[src/hw/rtl/dgr_pkg.sv]
`default_nettype none
package dgr_pkg;

    // Glyph geometry and digit count
    localparam int DIGIT_W    = 30;
    localparam int DIGIT_H    = 50;
    localparam int DIGIT_GAP  = 10;
    localparam int MAX_DIGITS = 3;

    // Derived sizes
    localparam int CELL_W      = DIGIT_W / 3;
    localparam int CELL_H      = DIGIT_H / 5;
    localparam int DIGIT_PITCH = DIGIT_W + DIGIT_GAP;
    localparam int NUM_LIMIT   = (10 ** MAX_DIGITS) - 1;
    localparam int DIG_IW      = (MAX_DIGITS > 1) ? $clog2(MAX_DIGITS) : 1;

    // Field widths
    localparam int NUM_W   = 10;
    localparam int ORG_W   = 12;
    localparam int COORD_W = 13;
    localparam int CELLS   = 15;

    // Reciprocal of ten for values below 1029: q = (v * 205) >> 11
    localparam int RECIP10   = 205;
    localparam int RECIP_SH  = 11;
    localparam int PROD_W    = NUM_W + 8;

    typedef enum logic [1:0] {
        ST_IDLE,
        ST_CONV,
        ST_EMIT
    } t_state;

    typedef struct packed {
        logic load;
        logic conv;
        logic emit;
    } t_cmd;

    typedef struct packed {
        logic conv_done;
        logic item_done;
        logic out_free;
    } t_status;

    // Lit cells of a digit, bit r*3+c for row r and column c (column 0 left)
    function automatic logic [CELLS-1:0] f_glyph(input logic [3:0] d);
        logic [2:0]       rows [5];
        logic [CELLS-1:0] g;
        unique case (d)
            4'd0:    rows = '{3'd7, 3'd5, 3'd5, 3'd5, 3'd7};
            4'd1:    rows = '{3'd2, 3'd2, 3'd2, 3'd2, 3'd2};
            4'd2:    rows = '{3'd7, 3'd1, 3'd7, 3'd4, 3'd7};
            4'd3:    rows = '{3'd7, 3'd1, 3'd7, 3'd1, 3'd7};
            4'd4:    rows = '{3'd5, 3'd5, 3'd7, 3'd1, 3'd1};
            4'd5:    rows = '{3'd7, 3'd4, 3'd7, 3'd1, 3'd7};
            4'd6:    rows = '{3'd7, 3'd4, 3'd7, 3'd5, 3'd7};
            4'd7:    rows = '{3'd7, 3'd1, 3'd1, 3'd1, 3'd1};
            4'd8:    rows = '{3'd7, 3'd5, 3'd7, 3'd5, 3'd7};
            4'd9:    rows = '{3'd7, 3'd5, 3'd7, 3'd1, 3'd7};
            default: rows = '{3'd0, 3'd0, 3'd0, 3'd0, 3'd0};
        endcase
        g = '0;
        for (int r = 0; r < 5; r++) begin
            for (int c = 0; c < 3; c++) begin
                g[r * 3 + c] = rows[r][2 - c];
            end
        end
        return g;
    endfunction

endpackage
`default_nettype wire

[src/hw/rtl/decimal_digit_glyph_rect_generator.sv]
// A number is accepted in the idle state, its digits are extracted one by one
// (1 to MAX_DIGITS) in the convert state, and the rectangles are registered
// in the emit state, one rectangle per cycle unless i_ready stalls the output;
// a new number is accepted only after the last rectangle of the old one is emitted.
// Reset (synchronous, active low) returns the controller to idle and drops o_valid.
`default_nettype none
module decimal_digit_glyph_rect_generator (
    input  wire logic                          i_clk,
    input  wire logic                          i_rst_n,
    input  wire logic                          i_valid,
    output logic                               o_ready,
    input  wire logic [dgr_pkg::NUM_W-1:0]     i_number,
    input  wire logic [dgr_pkg::ORG_W-1:0]     i_origin_x,
    input  wire logic [dgr_pkg::ORG_W-1:0]     i_origin_y,
    output logic                               o_valid,
    input  wire logic                          i_ready,
    output logic [dgr_pkg::COORD_W-1:0]        o_rect_x,
    output logic [dgr_pkg::COORD_W-1:0]        o_rect_y,
    output logic                               o_last
);

    dgr_pkg::t_cmd    cmd;
    dgr_pkg::t_status status;

    dgr_ctrl u_ctrl (
        .i_clk    (i_clk),
        .i_rst_n  (i_rst_n),
        .i_valid  (i_valid),
        .o_ready  (o_ready),
        .i_status (status),
        .o_cmd    (cmd)
    );

    dgr_dp u_dp (
        .i_clk      (i_clk),
        .i_rst_n    (i_rst_n),
        .i_cmd      (cmd),
        .o_status   (status),
        .i_number   (i_number),
        .i_origin_x (i_origin_x),
        .i_origin_y (i_origin_y),
        .o_valid    (o_valid),
        .i_ready    (i_ready),
        .o_rect_x   (o_rect_x),
        .o_rect_y   (o_rect_y),
        .o_last     (o_last)
    );

endmodule
`default_nettype wire

[src/hw/rtl/dgr_ctrl.sv]
`default_nettype none
module dgr_ctrl (
    input  wire logic             i_clk,
    input  wire logic             i_rst_n,
    input  wire logic             i_valid,
    output logic                  o_ready,
    input  wire dgr_pkg::t_status i_status,
    output dgr_pkg::t_cmd         o_cmd
);

    dgr_pkg::t_state r_state;
    dgr_pkg::t_state n_state;

    // State register
    always_ff @(posedge i_clk) begin
        if (!i_rst_n) begin
            r_state <= dgr_pkg::ST_IDLE;
        end else begin
            r_state <= n_state;
        end
    end

    // Next state
    always_comb begin
        n_state = r_state;
        unique case (r_state)
            dgr_pkg::ST_IDLE: begin
                if (i_valid) begin
                    n_state = dgr_pkg::ST_CONV;
                end
            end
            dgr_pkg::ST_CONV: begin
                if (i_status.conv_done) begin
                    n_state = dgr_pkg::ST_EMIT;
                end
            end
            dgr_pkg::ST_EMIT: begin
                if (i_status.out_free && i_status.item_done) begin
                    n_state = dgr_pkg::ST_IDLE;
                end
            end
            default: n_state = dgr_pkg::ST_IDLE;
        endcase
    end

    // Commands to the datapath
    always_comb begin
        o_ready = 1'b0;
        o_cmd   = '0;
        unique case (r_state)
            dgr_pkg::ST_IDLE: begin
                o_ready    = 1'b1;
                o_cmd.load = i_valid;
            end
            dgr_pkg::ST_CONV: begin
                o_cmd.conv = 1'b1;
            end
            dgr_pkg::ST_EMIT: begin
                o_cmd.emit = i_status.out_free;
            end
            default: begin
                o_cmd = '0;
            end
        endcase
    end

endmodule
`default_nettype wire

[src/hw/rtl/dgr_dp.sv]
`default_nettype none
module dgr_dp (
    input  wire logic                          i_clk,
    input  wire logic                          i_rst_n,
    input  wire dgr_pkg::t_cmd                 i_cmd,
    output dgr_pkg::t_status                   o_status,
    input  wire logic [dgr_pkg::NUM_W-1:0]     i_number,
    input  wire logic [dgr_pkg::ORG_W-1:0]     i_origin_x,
    input  wire logic [dgr_pkg::ORG_W-1:0]     i_origin_y,
    output logic                               o_valid,
    input  wire logic                          i_ready,
    output logic [dgr_pkg::COORD_W-1:0]        o_rect_x,
    output logic [dgr_pkg::COORD_W-1:0]        o_rect_y,
    output logic                               o_last
);

    localparam int NW = dgr_pkg::NUM_W;
    localparam int CW = dgr_pkg::COORD_W;
    localparam int IW = dgr_pkg::DIG_IW;

    logic [NW-1:0]              r_value;
    logic [IW-1:0]              r_cnt;
    logic [IW-1:0]              r_k;
    logic [3:0]                 r_digits [dgr_pkg::MAX_DIGITS];
    logic [dgr_pkg::CELLS-1:0]  r_mask;
    logic [CW-1:0]              r_dx;
    logic [CW-1:0]              r_oy;
    logic                       r_out_valid;
    logic [CW-1:0]              r_rect_x;
    logic [CW-1:0]              r_rect_y;
    logic                       r_last;

    logic [NW-1:0]              sat_value;
    logic [dgr_pkg::PROD_W-1:0] prod;
    logic [NW-1:0]              quot;
    logic [3:0]                 rem;
    logic                       conv_done;
    logic [2:0]                 sel_r;
    logic [1:0]                 sel_c;
    logic                       single;
    logic [IW-1:0]              k_next;

    // Saturate the number to the largest value the digits can show
    always_comb begin
        if ({4'd0, i_number} > 14'(dgr_pkg::NUM_LIMIT)) begin
            sat_value = NW'(dgr_pkg::NUM_LIMIT);
        end else begin
            sat_value = i_number;
        end
    end

    // Divide by ten through the reciprocal
    assign prod      = dgr_pkg::PROD_W'(r_value) * dgr_pkg::PROD_W'(dgr_pkg::RECIP10);
    assign quot      = NW'(prod >> dgr_pkg::RECIP_SH);
    assign rem       = 4'(r_value - NW'(quot * NW'(10)));
    assign conv_done = (quot == '0) || (r_cnt == IW'(dgr_pkg::MAX_DIGITS - 1));

    // Pick the first lit cell left in scan order
    always_comb begin
        sel_r = '0;
        sel_c = '0;
        for (int r = 4; r >= 0; r--) begin
            for (int c = 2; c >= 0; c--) begin
                if (r_mask[r * 3 + c]) begin
                    sel_r = 3'(r);
                    sel_c = 2'(c);
                end
            end
        end
    end

    assign single = ((r_mask & (r_mask - 1'b1)) == '0);
    assign k_next = r_k - 1'b1;

    // Load the item, extract digits, walk the glyph cells
    always_ff @(posedge i_clk) begin
        if (i_cmd.load) begin
            r_value <= sat_value;
            r_cnt   <= '0;
            r_dx    <= CW'(i_origin_x);
            r_oy    <= CW'(i_origin_y);
        end else if (i_cmd.conv) begin
            r_digits[r_cnt] <= rem;
            if (conv_done) begin
                r_k    <= r_cnt;
                r_mask <= dgr_pkg::f_glyph(rem);
            end else begin
                r_cnt   <= r_cnt + 1'b1;
                r_value <= quot;
            end
        end else if (i_cmd.emit) begin
            r_rect_x <= r_dx + CW'(CW'(sel_c) * CW'(dgr_pkg::CELL_W));
            r_rect_y <= r_oy + CW'(CW'(sel_r) * CW'(dgr_pkg::CELL_H));
            r_last   <= single && (r_k == '0);
            if (single) begin
                if (r_k != '0) begin
                    r_k    <= k_next;
                    r_mask <= dgr_pkg::f_glyph(r_digits[k_next]);
                    r_dx   <= r_dx + CW'(dgr_pkg::DIGIT_PITCH);
                end
            end else begin
                r_mask <= r_mask & (r_mask - 1'b1);
            end
        end
    end

    // Hold the result until the transfer
    always_ff @(posedge i_clk) begin
        if (!i_rst_n) begin
            r_out_valid <= 1'b0;
        end else if (i_cmd.emit) begin
            r_out_valid <= 1'b1;
        end else if (i_ready) begin
            r_out_valid <= 1'b0;
        end
    end

    assign o_status.conv_done = conv_done;
    assign o_status.item_done = single && (r_k == '0);
    assign o_status.out_free  = !r_out_valid || i_ready;

    assign o_valid  = r_out_valid;
    assign o_rect_x = r_rect_x;
    assign o_rect_y = r_rect_y;
    assign o_last   = r_last;

endmodule
`default_nettype wire

[config.mk]
export PLATFORM = sky130hd
export DESIGN_NAME = decimal_digit_glyph_rect_generator
export DESIGN_NICKNAME = d
export VERILOG_FILES = /design/src/hw/rtl/dgr_pkg.sv /design/src/hw/rtl/decimal_digit_glyph_rect_generator.sv /design/src/hw/rtl/dgr_ctrl.sv /design/src/hw/rtl/dgr_dp.sv
export SDC_FILE = /design/constraint.sdc
export NUM_CORES = 1
export LEC_CHECK = 0
export BUFFER_PORTS_ARGS = -buffer_cell sky130_fd_sc_hd__buf_4
export CAP_MARGIN = 15
export CORE_AREA = 8 8 87 167
export CTS_BUF_LIST = sky130_fd_sc_hd__clkbuf_4 sky130_fd_sc_hd__clkbuf_8 sky130_fd_sc_hd__clkbuf_16
export CTS_CLUSTER_SIZE = 14
export DETAILED_ROUTE_END_ITERATION = 12
export DIE_AREA = 0 0 95 175
export GPL_TIMING_DRIVEN = 0
export HOLD_SLACK_MARGIN = 0.12
export MAX_ROUTING_LAYER = met4
export PLACE_DENSITY = 0.75
export SLEW_MARGIN = 20
export SYNTH_ARGS = -nofsm -noshare
export SYNTH_HDL_FRONTEND = slang
export SYNTH_SLANG_ARGS = --single-unit
[constraint.sdc]
create_clock -name i_clk -period 9.7 [get_ports i_clk]
set_input_delay 0.485 -clock i_clk [delete_from_list [all_inputs] [get_ports i_clk]]
set_output_delay 0.485 -clock i_clk [all_outputs]
set_load 0.005 [all_outputs]
==> flow_summary_export.csv <==
group,metric,value,unit
logic_synthesis,synth-seq-cells,96,
logic_synthesis,syn_inst,613,
timing,fmax,165,MHz
flow_run,cap_violations,0,
timing,finalHoldViolCount,0,
clocking,cts_tree,"yes",
clocking,root_buffer,"clkbuf_16",
clocking,cts_made_buffers,9,
logic_synthesis,ys_top_cells_by_count,"edfxtp_1 (90), ha_1 (80), inv_1 (65)",
worst_hold_path,hold_path.class,"in2reg",
floorplan,design.portCount,67,
drt,ant_nets,0,
clocking,clkLatencyLatePin,0.34,ns
floorplan,start_util,0.536,
logic_synthesis,synth_warnings,0,
clocking,ctsHoldBuffers,0,
logic_synthesis,syn-num-nets,750,
layout,finalInstanceArea,7630,um^2
place,placed_cells,829,
layout,syn_to_final_growth,14.8,%
grt,grt_max_degree,28,
timing,slew_headroom,0.333,
timing,post-route-period-util,0.623,
drt,avgViaCountPerCell,5.61,
worst_setup_path,path_delay_family,"adder cells",
worst_setup_path,critical_path_class,"reg2reg",
layout,stdcell_count,845,
clocking,cts_max_level,3,
worst_setup_path,crit_start,"u_dp.r_value[3]$_DFFE_PP_",
worst_setup_path,worst_path_most_repeated_cell,"inv_1",
layout,diodes,0,
logic_synthesis,synth-seq-area-share,0.425,
place,place_area,7330,um^2
place,dp_hpwl,10.7,mm
grt,grtUsageTotal,0.182,
drt,vias,4740,
worst_setup_path,cpPeakStageDelay,0.54,ns
worst_setup_path,worstPathRequired,9.77,ns
floorplan,dieWidth,95,um
place,place_congestion,0.897,
grt,grt_pass1_vias,4918,
clocking,cts_resized,0,
grt,grt_antenna_before_repair,0,
clocking,cts_sinks,96,
timing,fin_skew,0.0102,ns
logic_synthesis,async_flop_share,0,
worst_setup_path,r2r-start,"u_dp.r_value[3]$_DFFE_PP_",
worst_setup_path,worstSetupEndpointType,"register",
layout,layout-drive-gt1-share,0.150,
worst_setup_path,worst_ep_arrival_time,6.12,ns
grt,grt_pass1_wl,23.3,mm
logic_synthesis,syn_avg_cell_area,10.8,um^2
worst_hold_path,hold_depth,1,
clocking,clockBufferDepth,2,
drt,drtIter0Drc,353,
floorplan,fp-row-count,58,
worst_setup_path,worstPathCellList,"ha_1 -> inv_1 -> fa_1 -> inv_1 -> fa_1 -> inv_1 -> fa_1 -> inv_1 -> ha_1 -> o21a_1 -> nor2_1 -> a21oi_2 -> xnor2_1 -> inv_1 -> ha_1 -> fa_1 -> xor2_1 -> xnor3_1 -> xor2_2 -> inv_2 -> mux2i_4 -> nand3_1",
timing,tightest_slew,0.994,ns
worst_setup_path,crit_cells,22,
logic_synthesis,ys.flop_type,"edfxtp_1",
grt,grt.busiest_layer,"met2",
worst_setup_path,reg2reg_depth,22,
logic_synthesis,synth_edf_count,90,
outcome,status,"complete, no violations",
drt,wirelength,14.0,mm
logic_synthesis,yosysMostFrequentCell,"edfxtp_1",
drt,drc,0,
worst_hold_path,hold_start,"i_origin_y[11]",
drt,wire_per_inst,16.5,um
grt,use_met2,0.297,
worst_setup_path,path_max_fanout,9,
logic_synthesis,synth_cell_types,67,
timing,tns,0,ns
clocking,cts_setup_buffers,0,
place,port_buffers,66,
worst_setup_path,path_buf_inv,6,
grt,gr-usage-met1,0.227,
worst_setup_path,slowest_stage,"fa_1",
logic_synthesis,synthTopCellsByArea,"edfxtp_1 (41%), ha_1 (15%), fa_1 (5.7%)",
timing,setup_viol,0,
logic_synthesis,synth_top_area_frac,0.407,
floorplan,die_h,175,um
floorplan,core_area,12400,um^2
timing,finalCriticalPeriod,6.04,ns
worst_setup_path,start_kind,"register",
drt,dr.pass1.iters,4,
timing,maxSlewViolCount,0,
grt,grt.overflow.total,0,
grt,use_met3,0.0292,
layout,final_nets,827,
clocking,cts.clk_slew.worst_paths,0.07,ns
timing,rsz0062_at_grt,"no",
floorplan,dieArea,16600,um^2
logic_synthesis,syn_area,6650,um^2
logic_synthesis,synth_top_cell_by_area,"edfxtp_1",
==> final timing paths <==
kind / slack, ns / end
setup / recovery: 3.66 / u_dp.r_mask[2]$_DFFE_PP_
hold reg to reg: 0.42 / u_dp.o_rect_x[0]$_DFFE_PP_
setup reg to reg: 3.66 / u_dp.r_mask[2]$_DFFE_PP_
hold / removal: 0.31 / u_dp.r_oy[11]$_DFFE_PP_
==> through the flow <==
stage	utilization	worst slack, ns	hold slack [ns]
global placement	0.591	3.70	0.402
floorplan	-	4.32	0.400
detailed placement	0.591	3.63	0.417
global route	0.615	3.30	0.306
CTS	0.615	3.60	0.304
finish	0.615	3.66	0.314
==> registers in the layout (all words and copies together), names as in the netlist, 10 cells and up <==
| name | count |
|---|---|
| u_dp.r_dx | 13 |
| u_dp.o_rect_y | 13 |
| u_dp.o_rect_x | 13 |
| u_dp.r_oy | 12 |
| u_dp.r_value | 10 |
| u_dp.r_mask | 15 |
| u_dp.r_digits | 12 |
==> final cells by class <==
| cell class | instances | area [um^2] |
|---|---|---|
| fillers | 978 | 4780 |
| multi-input cells | 438 | 3520 |
| flip-flops and latches | 96 | 2820 |
| repair buffers | 66 | 495 |
| inverters | 67 | 251 |
| clock buffers | 10 | 233 |
| well taps | 150 | 188 |
| clock inverters | 6 | 67.6 |
| plain buffers | 12 | 51.3 |
==> logic make-up (layout without fill, tap and decap cells) <==
logic type               count (synthesis)  count (layout)  synth area share
multiplexers                             8               8            0.0143
adder cells (fa/ha/maj)                102             102             0.213
buffers and inverters                   79             161            0.0454
AND/OR/NAND/NOR                        169             169             0.128
flip-flops                              96              96             0.425
XOR/XNOR                                38              38            0.0544
AO/OA/AOI/OAI                          121             121             0.120
==> cell usage in the layout, fill, tap and decap left out, types with 6 or more instances in the layout <==
cell and instances:
a21o_1 16, a21oi_1 33, a221oi_1 6, a31oi_1 7, and3_1 11, buf_4 67, clkbuf_1 9, clkbuf_16 9
dfxtp_1 6, edfxtp_1 90, fa_1 19, ha_1 80, inv_1 64, nand2_1 40, nand2b_1 7, nand3_1 14
nor2_1 46, nor2b_1 9, nor3_1 12, o21ai_0 21, or3_1 8, xnor2_1 20, xor2_1 15
==> routing by layer <==
metal	up-vias	part of all wire
met4	0	0.017
li1	2351	-
met3	21	0.041
met2	134	0.50
met1	2234	0.44
met5	-	0
Power is not shown: default switching activity piles up to over one toggle a cycle in this logic, so the estimate is an artifact.
